**src/rtl/ymodem_packet_receiver_core_macros.svh**
```systemverilog
// Assertion macros shared by the packet receiver RTL.
// Each macro takes a label, the clock, the reset, a condition, a consequence
// and the message text that is reported on a failure.
`ifndef YMODEM_PACKET_RECEIVER_CORE_MACROS_SVH
`define YMODEM_PACKET_RECEIVER_CORE_MACROS_SVH

`ifndef SYNTHESIS

// The consequence must hold in the same cycle as the condition.
`define YMR_ASSERT_SAME(label, clk, rst, cond, cons, msg) \
   label: assert property (@(posedge clk) disable iff (rst) (cond) |-> (cons)) \
      else $error(msg);

// The consequence must hold in the cycle after the condition.
`define YMR_ASSERT_NEXT(label, clk, rst, cond, cons, msg) \
   label: assert property (@(posedge clk) disable iff (rst) (cond) |=> (cons)) \
      else $error(msg);

`else

`define YMR_ASSERT_SAME(label, clk, rst, cond, cons, msg)
`define YMR_ASSERT_NEXT(label, clk, rst, cond, cons, msg)

`endif

`endif

```
**src/rtl/ymr_pkg.sv**
```systemverilog
package ymr_pkg;

   // Fixed field widths.
   localparam int TIMEOUT_W = 24;
   localparam int BYTE_W    = 8;
   localparam int KIND_W    = 4;
   localparam int COUNT_W   = 10;
   localparam int LEN_W     = 11;
   localparam int CRC_W     = 16;

   // Block sizes and the default timer width.
   localparam int SHORT_BLOCK    = 128;
   localparam int LONG_BLOCK     = 1024;
   localparam int TIMER_BITS_DEF = 24;

   // Configuration port geometry.
   localparam int CSR_DATA_W = 32;
   localparam int CSR_ADDR_W = 4;

   // Register indexes.
   localparam logic [1:0] REG_TIMEOUT = 2'd0;
   localparam logic [1:0] REG_ABORT_A = 2'd1;
   localparam logic [1:0] REG_ABORT_B = 2'd2;

   // Register reset values.
   localparam logic [TIMEOUT_W-1:0] TIMEOUT_RESET = 24'd1000;
   localparam logic [BYTE_W-1:0]    ABORT_A_RESET = 8'h41;
   localparam logic [BYTE_W-1:0]    ABORT_B_RESET = 8'h61;

   // Lead bytes.
   localparam logic [BYTE_W-1:0] LEAD_SOH = 8'h01;
   localparam logic [BYTE_W-1:0] LEAD_STX = 8'h02;
   localparam logic [BYTE_W-1:0] LEAD_EOT = 8'h04;
   localparam logic [BYTE_W-1:0] LEAD_CA  = 8'h18;

   // Result kinds.
   localparam logic [KIND_W-1:0] K_PAYLOAD = 4'd0;
   localparam logic [KIND_W-1:0] K_GOOD    = 4'd1;
   localparam logic [KIND_W-1:0] K_EOT     = 4'd2;
   localparam logic [KIND_W-1:0] K_SCANCEL = 4'd3;
   localparam logic [KIND_W-1:0] K_UABORT  = 4'd4;
   localparam logic [KIND_W-1:0] K_BADLEAD = 4'd5;
   localparam logic [KIND_W-1:0] K_NUMBAD  = 4'd6;
   localparam logic [KIND_W-1:0] K_CRCBAD  = 4'd7;
   localparam logic [KIND_W-1:0] K_TIMEOUT = 4'd8;
   localparam logic [KIND_W-1:0] K_CANUNC  = 4'd9;

   // CRC-16/XMODEM generator polynomial.
   localparam logic [CRC_W-1:0] CRC_POLY = 16'h1021;

   // Configuration values handed from the register block to the datapath.
   typedef struct packed {
      logic [TIMEOUT_W-1:0] timeout_ticks;
      logic [BYTE_W-1:0]    abort_char_a;
      logic [BYTE_W-1:0]    abort_char_b;
   } cfg_type;

   // One byte of CRC-16/XMODEM, most significant bit first.
   function automatic logic [CRC_W-1:0] crc16_byte(input logic [CRC_W-1:0] crc,
                                                   input logic [BYTE_W-1:0] data);
      logic [CRC_W-1:0] c;
      c = crc ^ {data, 8'h00};
      for (int i = 0; i < 8; i++) begin
         if (c[CRC_W-1]) begin
            c = {c[CRC_W-2:0], 1'b0} ^ CRC_POLY;
         end else begin
            c = {c[CRC_W-2:0], 1'b0};
         end
      end
      return c;
   endfunction

endpackage

```
**src/rtl/ymr_csr.sv**
```systemverilog
module ymr_csr (
   input  logic                             clock,
   input  logic                             reset,
   input  logic                             csr_psel,
   input  logic                             csr_penable,
   input  logic                             csr_pwrite,
   input  logic [ymr_pkg::CSR_ADDR_W-1:0]   csr_paddr,
   input  logic [ymr_pkg::CSR_DATA_W-1:0]   csr_pwdata,
   output logic [ymr_pkg::CSR_DATA_W-1:0]   csr_prdata,
   output logic                             csr_pready,
   output ymr_pkg::cfg_type                 cfg_out
);
   import ymr_pkg::*;

   logic [TIMEOUT_W-1:0] timeout_ff;
   logic [BYTE_W-1:0]    abort_a_ff;
   logic [BYTE_W-1:0]    abort_b_ff;
   logic [1:0]           reg_index;
   logic                 write_strobe;

   // The register index is the word address.
   assign reg_index    = csr_paddr[3:2];
   assign csr_pready   = 1'b1;
   assign write_strobe = csr_psel & csr_penable & csr_pwrite & csr_pready;

   // Register writes in the access phase; unused addresses are ignored.
   always_ff @(posedge clock) begin
      if (reset) begin
         timeout_ff <= TIMEOUT_RESET;
         abort_a_ff <= ABORT_A_RESET;
         abort_b_ff <= ABORT_B_RESET;
      end else if (write_strobe) begin
         case (reg_index)
            REG_TIMEOUT: timeout_ff <= csr_pwdata[TIMEOUT_W-1:0];
            REG_ABORT_A: abort_a_ff <= csr_pwdata[BYTE_W-1:0];
            REG_ABORT_B: abort_b_ff <= csr_pwdata[BYTE_W-1:0];
            default: ;
         endcase
      end
   end

   // Read back of the register selected by the address.
   always_comb begin
      case (reg_index)
         REG_TIMEOUT: csr_prdata = {{(CSR_DATA_W-TIMEOUT_W){1'b0}}, timeout_ff};
         REG_ABORT_A: csr_prdata = {{(CSR_DATA_W-BYTE_W){1'b0}}, abort_a_ff};
         REG_ABORT_B: csr_prdata = {{(CSR_DATA_W-BYTE_W){1'b0}}, abort_b_ff};
         default:     csr_prdata = '0;
      endcase
   end

   assign cfg_out.timeout_ticks = timeout_ff;
   assign cfg_out.abort_char_a  = abort_a_ff;
   assign cfg_out.abort_char_b  = abort_b_ff;

endmodule

```
**src/rtl/ymodem_packet_receiver_core.sv**
```systemverilog
// Channel   Direction  Handshake          Payload
// req       in         req_valid/stall    req_mode, req_rx_byte
// rsp       out        rsp_valid/stall    rsp_kind .. rsp_verdict_last
// csr       in/out     APB psel/penable   paddr, pwdata, prdata
//
// One request is taken every cycle unless req_stall holds it off; its result, if
// any, is registered into the output register, or the skid entry while it stalls.
// The limit is the combinational CRC byte update and phase decode before them.
// Reset is synchronous and returns the receiver to waiting for a lead byte.
// A two-entry output buffer absorbs a stalled result; req_stall rises only
// while its second entry is occupied.
`include "ymodem_packet_receiver_core_macros.svh"

module ymodem_packet_receiver_core #(
   parameter int TIMER_BITS = ymr_pkg::TIMER_BITS_DEF
) (
   input  logic                             clock,
   input  logic                             reset,
   // Request channel.
   input  logic                             req_valid,
   output logic                             req_stall,
   input  logic                             req_mode,
   input  logic [ymr_pkg::BYTE_W-1:0]       req_rx_byte,
   // Result channel.
   output logic                             rsp_valid,
   input  logic                             rsp_stall,
   output logic [ymr_pkg::KIND_W-1:0]       rsp_kind,
   output logic [ymr_pkg::BYTE_W-1:0]       rsp_payload_byte,
   output logic [ymr_pkg::COUNT_W-1:0]      rsp_byte_index,
   output logic [ymr_pkg::BYTE_W-1:0]       rsp_block_number,
   output logic [ymr_pkg::LEN_W-1:0]        rsp_payload_length,
   output logic                             rsp_verdict_last,
   // Configuration port.
   input  logic                             csr_psel,
   input  logic                             csr_penable,
   input  logic                             csr_pwrite,
   input  logic [ymr_pkg::CSR_ADDR_W-1:0]   csr_paddr,
   input  logic [ymr_pkg::CSR_DATA_W-1:0]   csr_pwdata,
   output logic [ymr_pkg::CSR_DATA_W-1:0]   csr_prdata,
   output logic                             csr_pready
);
   import ymr_pkg::*;

   // Receiver phases.
   localparam logic [2:0] PH_IDLE   = 3'd0;
   localparam logic [2:0] PH_CANCEL = 3'd1;
   localparam logic [2:0] PH_NUM    = 3'd2;
   localparam logic [2:0] PH_CNUM   = 3'd3;
   localparam logic [2:0] PH_DATA   = 3'd4;
   localparam logic [2:0] PH_CRCH   = 3'd5;
   localparam logic [2:0] PH_CRCL   = 3'd6;

   // Width that holds both the tick counter and the timeout register.
   localparam int CMP_W = (TIMER_BITS > TIMEOUT_W) ? TIMER_BITS : TIMEOUT_W;

   typedef struct packed {
      logic [KIND_W-1:0]  kind;
      logic [BYTE_W-1:0]  payload_byte;
      logic [COUNT_W-1:0] byte_index;
      logic [BYTE_W-1:0]  block_number;
      logic [LEN_W-1:0]   payload_length;
      logic               verdict_last;
   } rsp_type;

   cfg_type cfg;

   logic [2:0]            phase_ff, phase_in;
   logic                  long_ff, long_in;
   logic [COUNT_W-1:0]    count_ff, count_in;
   logic [BYTE_W-1:0]     number_ff, number_in;
   logic                  number_bad_ff, number_bad_in;
   logic [CRC_W-1:0]      crc_ff, crc_in;
   logic [BYTE_W-1:0]     trailer_ff, trailer_in;
   logic [TIMER_BITS-1:0] tick_ff, tick_in;

   logic                  out_valid_ff, out_valid_in;
   rsp_type               out_ff, out_in;
   logic                  skid_valid_ff, skid_valid_in;
   rsp_type               skid_ff, skid_in;

   logic                  accept;
   logic                  res_valid;
   rsp_type               res;
   logic [TIMER_BITS-1:0] tick_next;
   logic                  timed_out;
   logic [COUNT_W-1:0]    last_index;
   logic [LEN_W-1:0]      block_len;

   ymr_csr u_csr (
      .clock       (clock),
      .reset       (reset),
      .csr_psel    (csr_psel),
      .csr_penable (csr_penable),
      .csr_pwrite  (csr_pwrite),
      .csr_paddr   (csr_paddr),
      .csr_pwdata  (csr_pwdata),
      .csr_prdata  (csr_prdata),
      .csr_pready  (csr_pready),
      .cfg_out     (cfg)
   );

   // Requests are held off only while both output entries are full.
   assign req_stall = skid_valid_ff;
   assign accept    = req_valid & ~req_stall;

   // Saturating tick count and timeout compare.
   assign tick_next = (&tick_ff) ? tick_ff : tick_ff + 1'b1;
   assign timed_out = CMP_W'(tick_next) >= CMP_W'(cfg.timeout_ticks);

   // Block geometry.
   assign last_index = long_ff ? COUNT_W'(LONG_BLOCK - 1) : COUNT_W'(SHORT_BLOCK - 1);
   assign block_len  = long_ff ? LEN_W'(LONG_BLOCK) : LEN_W'(SHORT_BLOCK);

   // Per-request phase logic and result formation.
   always_comb begin
      phase_in      = phase_ff;
      long_in       = long_ff;
      count_in      = count_ff;
      number_in     = number_ff;
      number_bad_in = number_bad_ff;
      crc_in        = crc_ff;
      trailer_in    = trailer_ff;
      tick_in       = tick_ff;
      res_valid     = 1'b0;
      res           = '0;

      if (accept) begin
         if (req_mode) begin
            // A timer tick either advances the wait or ends it.
            if (timed_out) begin
               res_valid        = 1'b1;
               res.verdict_last = 1'b1;
               phase_in         = PH_IDLE;
               tick_in          = '0;
               if (phase_ff == PH_CANCEL) begin
                  res.kind = K_CANUNC;
               end else if (phase_ff >= PH_NUM && phase_ff <= PH_CRCL) begin
                  res.kind         = K_TIMEOUT;
                  res.block_number = number_ff;
               end else begin
                  res.kind = K_TIMEOUT;
               end
            end else begin
               tick_in = tick_next;
            end
         end else begin
            case (phase_ff)
               PH_CANCEL: begin
                  res_valid        = 1'b1;
                  res.verdict_last = 1'b1;
                  res.kind         = (req_rx_byte == LEAD_CA) ? K_SCANCEL : K_CANUNC;
                  phase_in         = PH_IDLE;
                  tick_in          = '0;
               end
               PH_NUM: begin
                  number_in = req_rx_byte;
                  phase_in  = PH_CNUM;
               end
               PH_CNUM: begin
                  number_bad_in = (number_ff != ~req_rx_byte);
                  phase_in      = PH_DATA;
               end
               PH_DATA: begin
                  // Payload bytes go out as they arrive.
                  crc_in           = crc16_byte(crc_ff, req_rx_byte);
                  res_valid        = 1'b1;
                  res.kind         = K_PAYLOAD;
                  res.payload_byte = req_rx_byte;
                  res.byte_index   = count_ff;
                  res.block_number = number_ff;
                  if (count_ff == last_index) begin
                     count_in = '0;
                     phase_in = PH_CRCH;
                  end else begin
                     count_in = count_ff + 1'b1;
                  end
               end
               PH_CRCH: begin
                  trailer_in = req_rx_byte;
                  phase_in   = PH_CRCL;
               end
               PH_CRCL: begin
                  // A number mismatch outranks a CRC failure.
                  res_valid        = 1'b1;
                  res.verdict_last = 1'b1;
                  res.block_number = number_ff;
                  phase_in         = PH_IDLE;
                  tick_in          = '0;
                  if (number_bad_ff) begin
                     res.kind = K_NUMBAD;
                  end else if ({trailer_ff, req_rx_byte} != crc_ff) begin
                     res.kind = K_CRCBAD;
                  end else begin
                     res.kind           = K_GOOD;
                     res.payload_length = block_len;
                  end
               end
               default: begin
                  // Lead byte classification; protocol bytes win over abort chars.
                  tick_in = '0;
                  if (req_rx_byte == LEAD_SOH || req_rx_byte == LEAD_STX) begin
                     long_in       = (req_rx_byte == LEAD_STX);
                     count_in      = '0;
                     number_in     = '0;
                     number_bad_in = 1'b0;
                     crc_in        = '0;
                     trailer_in    = '0;
                     phase_in      = PH_NUM;
                  end else if (req_rx_byte == LEAD_CA) begin
                     phase_in = PH_CANCEL;
                  end else begin
                     res_valid        = 1'b1;
                     res.verdict_last = 1'b1;
                     phase_in         = PH_IDLE;
                     if (req_rx_byte == LEAD_EOT) begin
                        res.kind = K_EOT;
                     end else if (req_rx_byte == cfg.abort_char_a ||
                                  req_rx_byte == cfg.abort_char_b) begin
                        res.kind = K_UABORT;
                     end else begin
                        res.kind = K_BADLEAD;
                     end
                  end
               end
            endcase
         end
      end
   end

   // Two-entry output buffer: the output register and a skid entry.
   always_comb begin
      out_valid_in  = out_valid_ff;
      out_in        = out_ff;
      skid_valid_in = skid_valid_ff;
      skid_in       = skid_ff;
      if (skid_valid_ff) begin
         if (!rsp_stall) begin
            out_in        = skid_ff;
            skid_valid_in = 1'b0;
         end
      end else if (!out_valid_ff || !rsp_stall) begin
         out_valid_in = res_valid;
         if (res_valid) begin
            out_in = res;
         end
      end else if (res_valid) begin
         skid_valid_in = 1'b1;
         skid_in       = res;
      end
   end

   // Receiver state.
   always_ff @(posedge clock) begin
      if (reset) begin
         phase_ff      <= PH_IDLE;
         long_ff       <= 1'b0;
         count_ff      <= '0;
         number_ff     <= '0;
         number_bad_ff <= 1'b0;
         crc_ff        <= '0;
         trailer_ff    <= '0;
         tick_ff       <= '0;
         out_valid_ff  <= 1'b0;
         skid_valid_ff <= 1'b0;
      end else begin
         phase_ff      <= phase_in;
         long_ff       <= long_in;
         count_ff      <= count_in;
         number_ff     <= number_in;
         number_bad_ff <= number_bad_in;
         crc_ff        <= crc_in;
         trailer_ff    <= trailer_in;
         tick_ff       <= tick_in;
         out_valid_ff  <= out_valid_in;
         skid_valid_ff <= skid_valid_in;
      end
   end

   // Result payload registers.
   always_ff @(posedge clock) begin
      out_ff  <= out_in;
      skid_ff <= skid_in;
   end

   assign rsp_valid          = out_valid_ff;
   assign rsp_kind           = out_ff.kind;
   assign rsp_payload_byte   = out_ff.payload_byte;
   assign rsp_byte_index     = out_ff.byte_index;
   assign rsp_block_number   = out_ff.block_number;
   assign rsp_payload_length = out_ff.payload_length;
   assign rsp_verdict_last   = out_ff.verdict_last;

   // The skid entry only fills behind an occupied output register.
   `YMR_ASSERT_SAME(a_skid_behind_out, clock, reset,
                    skid_valid_ff, out_valid_ff,
                    "skid entry valid while output register is empty")

   // Payload bytes never carry the end-of-packet mark.
   `YMR_ASSERT_SAME(a_payload_not_last, clock, reset,
                    out_valid_ff && out_ff.kind == K_PAYLOAD, !out_ff.verdict_last,
                    "payload result marked as last")

   // A short block never counts past its length.
   `YMR_ASSERT_SAME(a_short_count, clock, reset,
                    phase_ff == PH_DATA && !long_ff, count_ff < COUNT_W'(SHORT_BLOCK),
                    "short block data count out of range")

   // Every verdict returns to the lead byte wait with a fresh timer.
   `YMR_ASSERT_NEXT(a_verdict_idle, clock, reset,
                    res_valid && res.verdict_last, phase_ff == PH_IDLE && tick_ff == '0,
                    "receiver not idle after a verdict")

endmodule
```
**config.mk**
```make
export PLATFORM = sky130hd
export DESIGN_NAME = ymodem_packet_receiver_core
export DESIGN_NICKNAME = d
export VERILOG_FILES = /design/src/rtl/ymr_pkg.sv /design/src/rtl/ymr_csr.sv /design/src/rtl/ymodem_packet_receiver_core.sv
export VERILOG_INCLUDE_DIRS = /design/src /design/src/rtl
export SDC_FILE = /design/constraint.sdc
export NUM_CORES = 1
export LEC_CHECK = 0
export ABC_AREA = 0
export CELL_PAD_IN_SITES_DETAIL_PLACEMENT = 1
export CELL_PAD_IN_SITES_GLOBAL_PLACEMENT = 2
export CORE_MARGIN = 5
export CORE_UTILIZATION = 30
export CTS_CLUSTER_DIAMETER = 50
export CTS_CLUSTER_SIZE = 30
export DETAILED_ROUTE_END_ITERATION = 6
export DONT_BUFFER_PORTS = 1
export PLACE_DENSITY_LB_ADDON = 0.2
export SETUP_SLACK_MARGIN = 0.4
export SLEW_MARGIN = 0
export SYNTH_ARGS = -nofsm -noshare
export SYNTH_HDL_FRONTEND = slang
export SYNTH_SLANG_ARGS = --single-unit
```
**constraint.sdc**
```tcl
create_clock -name clock -period 5.1 [get_ports clock]
set_input_delay 0 -clock clock [delete_from_list [all_inputs] [get_ports clock]]
set_output_delay 0 -clock clock [all_outputs]
set_load 0.01 [all_outputs]
```
* Yosys cells after proc, flatten, opt, wreduce, memory -nomap -nowiden
Index checks and enable logic that the tools add are counted. Widths: inputs -> output; s select.
Cells by class: $add $sub $neg 2, multiply operators 0, divide/modulo/power cells 0, order comparisons 3, equal/unequal tests 21, shifts and indexed selects 0, multiplexer cells 91, bitwise logic cells 21, reduce and logical (&&, ||, !) cells 37
Operators with widths (number):
- $mux 16 | 22
- $mux 42 | 5
- $mux 13 | 8
- $mux 24 | 4
- $pmux 24 s3 | 1
- $mux 11 | 5
- $mux 8 | 6
- $mux 18 | 2
- $pmux 16 s2 | 1
- $pmux 8 s2 | 2
- $mux 10 | 3
- $mux 4 | 7
- $add 24x1->24 const B | 1
- $ge 24x24->1 | 1
- $not 3->3 | 8
- $reduce_and 24->1 | 1
- $pmux 10 s2 | 1
- $reduce_and 4->1 | 5
- $reduce_or 5->1 | 4
- $eq 8x8->1 | 2
- $ne 16x16->1 | 1
- $xor 16x16->16 | 1
- $pmux 3 s5 | 1
- $mux 1 | 14
- 35 further kinds | 69
Storage, ports and cells: register bits after elaboration 197, bits in latches 0, bits in writable memories 0, ROM bits 0, output and inout port bits 77, word-level logic and storage cells 200, memories 0

* Logic depth before layout (Yosys ltp)
Gate-level depths: netlist of the first run.
word-level depth 39, mapped depth 15, depth with buffers taken out 13

* By module
From an unflattened synthesis of the first run, not the netlist that was laid out.
Second synthesis, totals: cell total of the unflattened synthesis 1059, area, all modules 9869.5 um^2
By module, submodules not included:
- ymodem_packet_receiver_core | times used 1, cells each 839, area an instance 7820.0 um^2
- ymr_csr | times used 1, cells each 220, area an instance 2049.5 um^2

* Worst setup path before layout of the first run
Ideal clock, no wire load.
kind flip-flop to flip-flop, start point reg tick_ff[0], end point reg out_ff, in the netlist rsp_block_number[0] (enable), data arrival time 4.929 ns, path slack -0.263 ns, cell stages (with the launch flop) 13, clock period less this slack 5.363 ns, cell sequence dfxtp_1 -> ha_1 -> inv_1 -> or4_4 -> or4_4 -> xnor2_2 -> ha_1 -> nand4_1 -> nor4_1 -> nand4_1 -> o211ai_2 -> nand3_1 -> a21oi_1
Between the ends: cells in the longest elaborated chain, start to end 8, elaborated cells on any way between the ends 9, classes of those cells add/sub: 1; order compare: 1; mux: 4; reduce/logical: 3
RTL lines:
- start, declared | RTL line ymodem_packet_receiver_core.sv:74 | logic [TIMER_BITS-1:0] tick_ff, tick_in;
- start signal, assigned | RTL line ymodem_packet_receiver_core.sv:273 | tick_ff <= tick_in;
- $add 24x1->24 / $reduce_and 24->1 (equally long branches) | RTL line ymodem_packet_receiver_core.sv:107 | assign tick_next = (&tick_ff) ? tick_ff : tick_ff + 1'b1;
- $mux 24 * | RTL line ymodem_packet_receiver_core.sv:107
- $ge 24x24->1 * | RTL line ymodem_packet_receiver_core.sv:108 | assign timed_out = CMP_W'(tick_next) >= CMP_W'(cfg.timeout_ticks);
- $mux 1 * | RTL line ymodem_packet_receiver_core.sv:130 | if (timed_out) begin
- $mux 1 * | RTL line ymodem_packet_receiver_core.sv:128 | if (req_mode) begin
- $mux 1 * | RTL line ymodem_packet_receiver_core.sv:127 | if (accept) begin
- $reduce_bool 2->1 (no source line) *
- $reduce_and 3->1 (no source line) *
- end signal, assigned | RTL line ymodem_packet_receiver_core.sv:281 | out_ff <= out_in;
- end, declared | RTL line ymodem_packet_receiver_core.sv:77 | rsp_type out_ff, out_in;
Mark *: on every way between the ends. The rest lies on a longest branch, timed or not. A chain may end at the register's enable or synchronous reset.

* Worst setup path in the final report of the first run
start point reg tick_ff[0], end point reg out_ff, in the netlist rsp_payload_byte[4] (enable)
Same word-level chain as after synthesis.

==> flow_summary_export.csv, run 1 <==
group,metric,value,unit
run_status,status,"finished, final reports clean",
sta,fin_crit_sh,86.6,%
clock_tree,numCtsBuffers,17,
sta,fin_setup_tns,0,ns
clock_tree,clkLatencyLatePin,0.45,ns
die,die_area,0.0351,sq mm
global_route,grt_start_max_net_pins,79,
die,floorplan.initialDensity,30.2,%
power_and_ir_drop,p_per_area,271,mW/mm^2
synth,synth.largest_area_cell,"dfxtp_1",
global_route,grt_use_met2,27.1,%
placed_design,hpwlAfterDp,18900,microns
clock_tree,ctsLongestPathBuffers,2,
layout,final_cell_area,0.0111,sq mm
power_and_ir_drop,p_clk_share,43.4,%
setup_path,crit_arrival,4.55,ns
routing,drc,0,
sta,finalHoldViolations,0,
power_and_ir_drop,p_switching,784,uW
placed_design,place.port_buffers,0,
sta,fmax,227,MHz
power_and_ir_drop,ir_worst_vdd,0.219,mV
placed_design,dp_cells,1356,
sta,finalClockSkew,0.0139,ns
routing,drtIter0Drc,263,
synth,synthArstFlopShare,0,%
layout,final_layout_size_suffix_gt1_share,7.22,%
clock_tree,cts_tree,"built",
global_route,grt_pass1_wl,45200,microns
global_route,track_usage,16.2,%
layout,fill_cells,3503,
sta,worst_pin_slew,1.21,ns
sta,finalSetupViolations,0,
synth,synth_ff_type,"dfxtp_1",
global_route,met3_usage,3.98,%
synth,synth.area.top_cells,"dfxtp_1 (24%), edfxtp_1 (21%), xor2_1 (5.0%)",
sta,rsz0062_at_grt,"no",
power_and_ir_drop,internal-power,2.22,mW
layout,nets,1117,
synth,synth_enable_flop_cells,66,
setup_path,worstPathRequired,5.23,ns
die,die_w,187,microns
layout,final_util,35.4,%
setup_path,worstPathCellList,"ha_1 > inv_1 > or4_4 > or4_4 > xnor2_2 > ha_1 > nand4_1 > nor4_2 > nand4_1 > o211ai_2 > nand3_1 > a21oi_4 > buf_12",
clock_tree,clkTransAtPathRegs,0.07,ns
clock_tree,cts_root_buf,"clkbuf_16",
routing,wirelength,28500,microns
synth,synth_top_area_share,24.0,%
die,row_count,65,
routing,antenna_left,0,
routing,vias,7430,
power_and_ir_drop,seq_power_share,50.3,%
power_and_ir_drop,swShare,26.1,%
worst_hold_path,holdPathStages,2,
global_route,grt_most_used_layer,"met2",
synth,synth.yosys.seq_area_share,44.9,%
setup_path,rr_worst_depth,13,
power_and_ir_drop,power_frac_comb,6.3,%
routing,wire_per_inst,19.6,microns
run,cap_viol_max_count,0,
power_and_ir_drop,leakage,4.33,nW
sta,maxSlewViolCount,0,
global_route,grt.met1_usage,21.3,%
setup_path,slowest_delay,0.57,ns
layout,layoutNonFillerInstCount,1454,
power_and_ir_drop,p_total,3.00,mW
synth,synth_area,0.00944,sq mm
synth,netlist_instances,1001,
global_route,grt_antenna_before_repair,0,
clock_tree,clock_sinks,179,
sta,relSlewSlack,18.7,%
setup_path,crit_type,"register to register",
synth,synth.avg_cell_area,9.43,sq um
placed_design,dpl_cell_area,0.00980,sq mm
layout,antenna_cells,0,
setup_path,start_kind,"register",
synth,synth_cell_types,71,
setup_path,cp_max_fo,33,
die,core-area,0.0313,sq mm
die,die_h,187,microns
worst_hold_path,hp-class,"input pin to register",
global_route,grt_pass1_vias,7659,
synth,ys_ff_latch,179,
sta,finalCriticalPeriod,4.41,ns
die,io_pins,129,
layout,area_delta_synth_final,17.2,%
routing,dr.pass1.iters,4,
synth,yosysWarningCount,0,
clock_tree,htreeDepth,4,
setup_path,crit_path_top_delay_cell,"or4_4",
placed_design,gp_congestion,0.779,
global_route,grt_remaining_overflow,0,
routing,avgViaCountPerCell,5.11,
setup_path,setup.worst_path.end_class,"register",
[metrics by stage]
stage	worst slack [ns]	hold slack (ns)
after global placement	0.537	0.0576
final	0.685	0.0243
after floorplan	0.431	0.129
after CTS	0.431	0.00380
after detailed placement	0.454	0.0565
after global routing	0.450	0.0327
[what timing repair did]
action / CTS / global route
endpoints found under the setup margin: 0 / 89
hold endpoints to repair: 129 / 0
hold buffers: 64 / 0
gates resized for setup: 0 / 3
setup buffers: 0 / 2
[sequential cells by signal (all words and copies together) (netlist names), 2 cells and up]
signal,flops
u_csr.timeout_ff,24
u_csr.abort_b_ff,8
rsp_byte_index,10
rsp_payload_length,2
count_ff,10
skid_ff,33
rsp_kind,4
u_csr.abort_a_ff,8
rsp_payload_byte,8
phase_ff,3
tick_ff,24
crc_ff,16
rsp_block_number,8
trailer_ff,8
number_ff,8
[layout by cell type (no fill, tap or decap), types with 7 or more instances in the layout]
cell,n
clkbuf_16,17
edfxtp_1,66
ha_1,26
o21a_1,7
dfxtp_1,113
inv_1,35
nor3_1,30
and3_1,11
nand2_1,102
dlygate4sd3_1,63
nor4_1,18
conb_1,18
buf_4,17
a21oi_1,49
xnor2_1,34
a21o_1,29
nand3b_1,8
nand4_1,16
a22o_1,32
nand3_1,22
and2_1,27
a22oi_1,17
o211ai_1,9
xor2_1,54
mux2i_1,24
o21ai_0,28
nor2_1,70
a31oi_1,10
[layout make-up]
type / count / area [sq um] / share of cell area (%)
clock buffer: 18 / 429 / 3.88
clock inverter: 14 / 141 / 1.28
inverter: 35 / 131 / 1.19
multi-input combinational: 723 / 4790 / 43.3
sequential: 179 / 4240 / 38.3
tap: 402 / 503 / 4.54
timing repair buffer: 83 / 826 / 7.46
[critical path: cells and delay by family (launching register included)]
family / cells / cell delay [ns]
simple gates: 6 / 2.04
flops: 1 / 0.43
compound gates: 2 / 0.49
fa+ha+maj: 2 / 0.59
buf+inv: 2 / 0.35
xor+xnor: 1 / 0.16
[power groups by stage]
stage | clock network, mW | registers (mW) | logic, mW
finish | 1.30 | 1.51 | 0.189
floorplan | 0 | 1.54 | 0.134
global placement | 0 | 1.54 | 0.137
global route | 1.41 | 1.51 | 0.208
CTS | 1.35 | 1.51 | 0.192
detailed placement | 0 | 1.54 | 0.138
[path summary, 6_finish.rpt]
kind / startpoint / end / slack [ns]
worst max register to register: tick_ff[0] / rsp_payload_byte[4] / 0.69
worst min register to register: u_csr.timeout_ff[1] / u_csr.timeout_ff[1] / 0.50
worst min-delay path: reset / trailer_ff[7] / 0.02
worst max-delay path: tick_ff[0] / rsp_payload_byte[4] / 0.69
[layer usage]
layer | wire length, microns | up-vias
met5 | 0 | -
li1 | - | 3650
met4 | 318 | 0
met2 | 13700 | 115
met3 | 1040 | 22
met1 | 13400 | 3643
[cell usage after synthesis (10+ instances only)]
master and n:
and2_1 27, and3_1 11, xor2_1 54, nand4_1 16
nand3_1 22, clkbuf_1 45, edfxtp_1 66, o21ai_0 29
a31oi_1 10, nor3_1 31, mux2i_1 24, xnor2_1 34
a22oi_1 17, a21o_1 29, nor4_1 19, buf_2 10
inv_1 35, nor2_1 72, dfxtp_1 113, nand2_1 102
a21oi_1 50, buf_4 18, a22o_1 32, ha_1 26
[logic make-up after synthesis]
logic type	count (synthesis)	synth area share (%)
flip-flops	179	44.9
AND/OR/NAND/NOR	344	18.6
multiplexers	24	2.54
adder cells (fa/ha/maj)	26	3.45
other	2	0.0795
XOR/XNOR	89	8.33
buffers and inverters	115	5.42
AO/OA/AOI/OAI	222	16.7
Note: power is estimated with default switching activity, not from simulation.
==> run 2, diff against run 1 <==
Settings changed: MAX_ROUTING_LAYER set to met4, TNS_END_PERCENT set to 50.
==> run 2 against run 1 <==
Worst setup slack lost 0.018 ns. Non-clock buffer count shrank 7. Power shrank 0.27%. Design area shrank 0.61%. Via count grew 0.78%. Fmax shrank 0.41%. Sequential power is essentially flat. Critical path depth grew 1. Utilization shrank 0.22 points. Sequential share of layout area grew 0.24 points. First-iteration DRC count grew 8.0%. Critical path type unchanged. Largest cell class unchanged. Largest power group unchanged.
==> flow_summary_export.csv, run 2 (synthesis gave the netlist of run 1 again) <==
group,metric,value,unit
sta,fmax,226,MHz
placed_design,dp_cells,1356,
layout,final_layout_size_suffix_gt1_share,7.27,%
sta,finalSetupViolations,0,
layout,final_cell_area,0.0110,sq mm
layout,fill_cells,3547,
routing,avgViaCountPerCell,5.17,
global_route,grt_pass1_vias,7707,
layout,top_register,"skid_ff",
routing,dr.pass1.iters,5,
worst_hold_path,hp-class,"input pin to register",
sta,rsz0062_at_grt,"yes",
clock_tree,ctsLongestPathBuffers,2,
worst_hold_path,hold_path_end,"trailer_ff[2]",
setup_path,setup.worst_path.end_class,"register",
die,die_area,0.0351,sq mm
clock_tree,htreeDepth,4,
global_route,grt_pass1_wl,45600,microns
sta,setup_slack,0.667,ns
power_and_ir_drop,leakage,4.24,nW
layout,reg.largest.list,"skid_ff (33), tick_ff (24), u_csr.timeout_ff (24)",
sta,finalClockSkew,0.0238,ns
layout,antenna_cells,0,
worst_hold_path,holdPathStages,2,
setup_path,startpoint,"tick_ff[0]",
placed_design,gp_congestion,0.784,
setup_path,cp_common_cell,"ha_1",
layout,nets,1110,
layout,layoutNonFillerInstCount,1447,
clock_tree,clkTransAtPathRegs,0.07,ns
setup_path,timing.rr.end,"tick_ff[3]",
power_and_ir_drop,p_switching,781,uW
sta,fin_crit_sh,86.9,%
placed_design,place_ws,0.440,ns
clock_tree,numCtsBuffers,17,
sta,worst_pin_slew,1.25,ns
run,cap_viol_max_count,0,
setup_path,cp_max_fo,9,
routing,vias,7488,
clock_tree,cts_tree,"built",
sta,finalCriticalPeriod,4.43,ns
setup_path,crit_arrival,4.79,ns
die,die_w,187,microns
power_and_ir_drop,seq_power_share,50.4,%
die,core-area,0.0313,sq mm
sta,maxSlewViolCount,0,
worst_hold_path,min_from,"reset",
clock_tree,cts_root_buf,"clkbuf_16",
routing,wire_per_inst,19.8,microns
power_and_ir_drop,p_total,2.99,mW
run_status,status,"finished, final reports clean",
layout,final_cell_mix,"dfxtp_1 (113), nand2_1 (102), nor2_1 (70), edfxtp_1 (66), dlygate4sd3_1 (56)",
setup_path,crit_type,"register to register",
global_route,grt_start_max_net_pins,79,
clock_tree,clock_sinks,179,
placed_design,place.port_buffers,0,
power_and_ir_drop,internal-power,2.21,mW
routing,wirelength,28600,microns
sta,relSlewSlack,15.8,%
setup_path,reg2reg_slack,0.67,ns
layout,layout.cells.most_common,"dfxtp_1",
sta,finalHoldViolations,0,
setup_path,r2r_start,"tick_ff[0]",
die,io_pins,129,
routing,drc,0,
setup_path,start_kind,"register",
die,die_h,187,microns
placed_design,dpl_cell_area,0.00980,sq mm
power_and_ir_drop,power_frac_comb,6.3,%
setup_path,worstPathCellList,"ha_1 > inv_1 > or2_0 > or4_1 > nor2_1 > xnor2_1 > ha_1 > nand4_1 > nor4_2 > a221oi_1 > o211ai_2 > buf_4 > or4_2 > a31oi_1",
setup_path,rr_worst_depth,14,
power_and_ir_drop,p_per_area,272,mW/mm^2
setup_path,worstPathRequired,5.46,ns
global_route,grt_antenna_before_repair,0,
setup_path,slowest_delay,0.63,ns
die,floorplan.initialDensity,30.2,%
power_and_ir_drop,swShare,26.1,%
placed_design,hpwlAfterDp,18900,microns
routing,antenna_left,0,
layout,largest_reg_flops,33,
routing,drtIter0Drc,284,
die,row_count,65,
power_and_ir_drop,ir_worst_vdd,0.225,mV
power_and_ir_drop,p_clk_share,43.3,%
layout,area_delta_synth_final,16.5,%
global_route,track_usage,16.8,%
setup_path,crit_path_top_delay_cell,"or4_1",
clock_tree,clkLatencyLatePin,0.46,ns
global_route,grt_remaining_overflow,0,
==> run 2: routing by layer <==
| layer | up-vias | track usage, % | share of wire (%) |
|---|---|---|---|
| met5 | - | - | 0 |
| met4 | 0 | 4.71 | 1.7 |
| met3 | 28 | 3.08 | 3.4 |
| met2 | 142 | 27.7 | 48 |
| met1 | 3673 | 21.2 | 47 |
| li1 | 3645 | - | - |
==> run 2: how the worst max path moves through the flow <==
stage,end,slack [ns],depth (start not counted)
3_3_place_gp,rsp_block_number[3],0.51,13
4_1_cts,rsp_payload_byte[7],0.48,14
5_1_grt,tick_ff[3],0.35,15
3_5_place_dp,rsp_block_number[7],0.44,13
2_1_floorplan,skid_ff[0],-0.03,12
6_report,tick_ff[3],0.67,14
==> run 2: layout make-up <==
type / instances / area [sq um] / area share (%)
clock buffer: 17 / 425 / 3.87
sequential: 179 / 4240 / 38.6
clock inverter: 15 / 135 / 1.23
tap: 402 / 503 / 4.57
inverter: 35 / 131 / 1.19
timing repair buffer: 76 / 756 / 6.87
multi-input combinational: 723 / 4810 / 43.7
==> run 2: repair_timing <==
item,in CTS,in global routing
pin swaps,0,1
endpoints found under the setup margin,16,96
hold buffers,57,0
endpoints found under the hold margin,128,0
resized for setup,1,3
setup buffers,0,2
==> run 2: power groups by stage <==
stage	Sequential, mW	Clock [mW]	Combinational (mW)
6_report	1.51	1.30	0.189
5_1_grt	1.51	1.40	0.208
4_1_cts	1.51	1.34	0.193
3_5_place_dp	1.54	0	0.138
3_3_place_gp	1.54	0	0.137
2_1_floorplan	1.54	0	0.134
==> run 2: worst max-delay path, delay by kind of cell (launching register included) <==
| kind | cells | cell delay, ns |
|---|---|---|
| fa+ha+maj | 2 | 0.57 |
| xor+xnor | 1 | 0.19 |
| buf+inv | 2 | 0.36 |
| flops | 1 | 0.44 |
| simple gates | 6 | 1.96 |
| compound gates | 3 | 0.82 |
==> run 2: stage by stage <==
stage / util, % / hold slack (ns) / setup TNS, ns
2_1_floorplan: - / 0.129 / -1.08
3_3_place_gp: 31.3 / 0.0626 / 0
3_5_place_dp: 31.3 / 0.0634 / 0
4_1_cts: 35.0 / 0.00886 / 0
5_1_grt: 35.1 / 0.0525 / 0
6_report: 35.1 / 0.0255 / 0
==> run 3, diff against run 2 <==
Settings changed: PLACE_DENSITY set to 0.63, PLACE_DENSITY_LB_ADDON 0.2 to not set.
==> run 3 against run 2 <==
Design area shrank 0.22%. Via count shrank 1.3%. Final cell count shrank 0.28%. Routed wire length shrank 1.6%. First-iteration DRC count shrank 11%. Clock skew shrank 0.0089 ns. Critical endpoint unchanged. Largest cell class unchanged.
==> flow_summary_export.csv, run 3 (synthesis gave the netlist of run 1 again) <==
group,metric,value,unit
run_status,status,"finished, final reports clean",
power_and_ir_drop,p_switching,776,uW
routing,dr.pass1.iters,4,
layout,largest_reg_flops,33,
placed_design,place_ws,0.374,ns
sta,maxSlewViolCount,0,
clock_tree,ctsLongestPathBuffers,2,
setup_path,cp_max_fo,9,
global_route,grt_antenna_before_repair,1,
sta,finalCriticalPeriod,4.47,ns
clock_tree,htreeDepth,4,
worst_hold_path,min_from,"req_rx_byte[5]",
placed_design,gp_congestion,0.754,
layout,top_register,"skid_ff",
power_and_ir_drop,swShare,25.6,%
power_and_ir_drop,seq_power_share,49.7,%
placed_design,hpwlAfterDp,18800,microns
setup_path,crit_arrival,4.85,ns
die,die_w,187,microns
sta,fin_setup_tns,0,ns
setup_path,crit_type,"register to register",
die,io_pins,129,
layout,final_layout_size_suffix_gt1_share,7.21,%
setup_path,setup.worst_path.end_class,"register",
sta,finalClockSkew,0.0149,ns
layout,area_delta_synth_final,16.3,%
power_and_ir_drop,leakage,4.20,nW
sta,hold_ws,0.0296,ns
routing,drtIter0Drc,253,
routing,wire_per_inst,19.5,microns
clock_tree,cts_root_buf,"clkbuf_16",
worst_hold_path,hp-class,"input pin to register",
global_route,grt_pass1_wl,44400,microns
setup_path,slowest_delay,0.63,ns
sta,setup_slack,0.635,ns
global_route,grt_start_max_net_pins,79,
die,core-area,0.0313,sq mm
power_and_ir_drop,ir_worst_vdd,0.217,mV
sta,relSlewSlack,24.2,%
setup_path,worstPathRequired,5.49,ns
power_and_ir_drop,p_clk_share,44.1,%
global_route,track_usage,16.4,%
setup_path,start_kind,"register",
setup_path,startpoint,"tick_ff[0]",
die,die_h,187,microns
routing,wirelength,28100,microns
power_and_ir_drop,internal-power,2.26,mW
layout,layout.cells.most_common,"dfxtp_1",
sta,finalSetupViolations,0,
power_and_ir_drop,p_per_area,276,mW/mm^2
sta,fin_crit_sh,87.6,%
setup_path,crit_buf_inv,2,
routing,antenna_left,0,
layout,reg.largest.list,"skid_ff (33), tick_ff (24), u_csr.timeout_ff (24)",
setup_path,crit_family,"simple AND/OR/NAND/NOR gates",
placed_design,place.port_buffers,0,
clock_tree,numCtsBuffers,17,
run,cap_viol_max_count,0,
setup_path,crit_path_top_delay_cell,"or4_1",
layout,final_cell_mix,"dfxtp_1 (113), nand2_1 (102), nor2_1 (70), edfxtp_1 (66), xor2_1 (54)",
sta,finalHoldViolations,0,
clock_tree,clkTransAtPathRegs,0.08,ns
layout,nets,1105,
clock_tree,cts_tree,"built",
sta,fmax,224,MHz
global_route,grt_remaining_overflow,0,
power_and_ir_drop,power_frac_comb,6.2,%
clock_tree,clkLatencyLatePin,0.45,ns
setup_path,cp_common_cell,"ha_1",
routing,vias,7388,
setup_path,worstPathCellList,"ha_1 > inv_1 > or2_0 > or4_1 > nor2_1 > xor2_1 > ha_1 > nand4_1 > nor3_1 > a221oi_1 > o211ai_2 > buf_4 > or4_2 > a31oi_1",
routing,drc,0,
clock_tree,clock_sinks,179,
setup_path,r2r_start,"tick_ff[0]",
sta,rsz0062_at_grt,"yes",
global_route,grt_pass1_vias,7631,
sta,worst_pin_slew,1.13,ns
routing,avgViaCountPerCell,5.12,
die,floorplan.initialDensity,30.2,%
die,row_count,65,
die,die_area,0.0351,sq mm
-- run 3: worst register-to-register path: stages, from the launching register on --
cell and delay [ns]:
dfxtp_1 0.45, ha_1 0.28, inv_1 0.13, or2_0 0.28
or4_1 0.64, nor2_1 0.16, xor2_1 0.21, ha_1 0.28
nand4_1 0.22, nor3_1 0.11, a221oi_1 0.42, o211ai_2 0.23
buf_4 0.24, or4_2 0.61, a31oi_1 0.16
-- run 3: stage by stage --
step | instances | utilization, % | area (sq um) | total power, mW
finish | 1443 | 35.1 | 11000 | 3.03
detailed placement | 1354 | 31.3 | 9790 | 1.68
global route | 1443 | 35.1 | 11000 | 3.17
global placement | 1354 | 31.3 | 9790 | 1.68
floorplan | 1017 | - | 9510 | 1.67
CTS | 1439 | 34.9 | 10900 | 3.09
-- run 3: final cells by class --
class / count / area, sq um
Fill cell: 3525 / 20300
Multi-Input combinational cell: 723 / 4800
Sequential cell: 179 / 4240
Timing Repair Buffer: 71 / 708
Tap cell: 402 / 503
Clock buffer: 17 / 425
Clock inverter: 15 / 160
Inverter: 35 / 131
Antenna cell: 1 / 2.50
-- run 3: what timing repair did --
action	4_1_cts	5_1_grt
resized for setup	1	3
buffers inserted	0	3
endpoints found under the hold margin	131	0
setup endpoints to repair	16	105
hold buffers	53	0
cloned	0	0
pin swaps	0	1
-- run 3: final timing paths --
path,to,slack [ns],cells past startpoint
worst max register to register,tick_ff[3],0.63,14
worst min register to register,u_csr.timeout_ff[15],0.46,2
worst max-delay path,tick_ff[3],0.63,14
worst min-delay path,crc_ff[5],0.03,4
-- run 3: power groups by stage --
| stage | Clock [mW] | Sequential [mW] | Combinational [mW] |
|---|---|---|---|
| final | 1.34 | 1.51 | 0.187 |
| after global routing | 1.45 | 1.51 | 0.206 |
| after CTS | 1.39 | 1.51 | 0.190 |
| after detailed placement | 0 | 1.54 | 0.137 |
| after global placement | 0 | 1.54 | 0.136 |
| after floorplan | 0 | 1.54 | 0.134 |
-- run 3: layer usage --
layer | up-vias | global-route usage [%] | part of all wire, % | routed length (microns)
li1 | 3633 | - | - | -
met1 | 3632 | 20.8 | 47 | 13300
met2 | 103 | 27.4 | 49 | 13800
met3 | 20 | 3.17 | 2.4 | 681
met4 | 0 | 3.78 | 1.2 | 327
met5 | - | - | 0 | 0
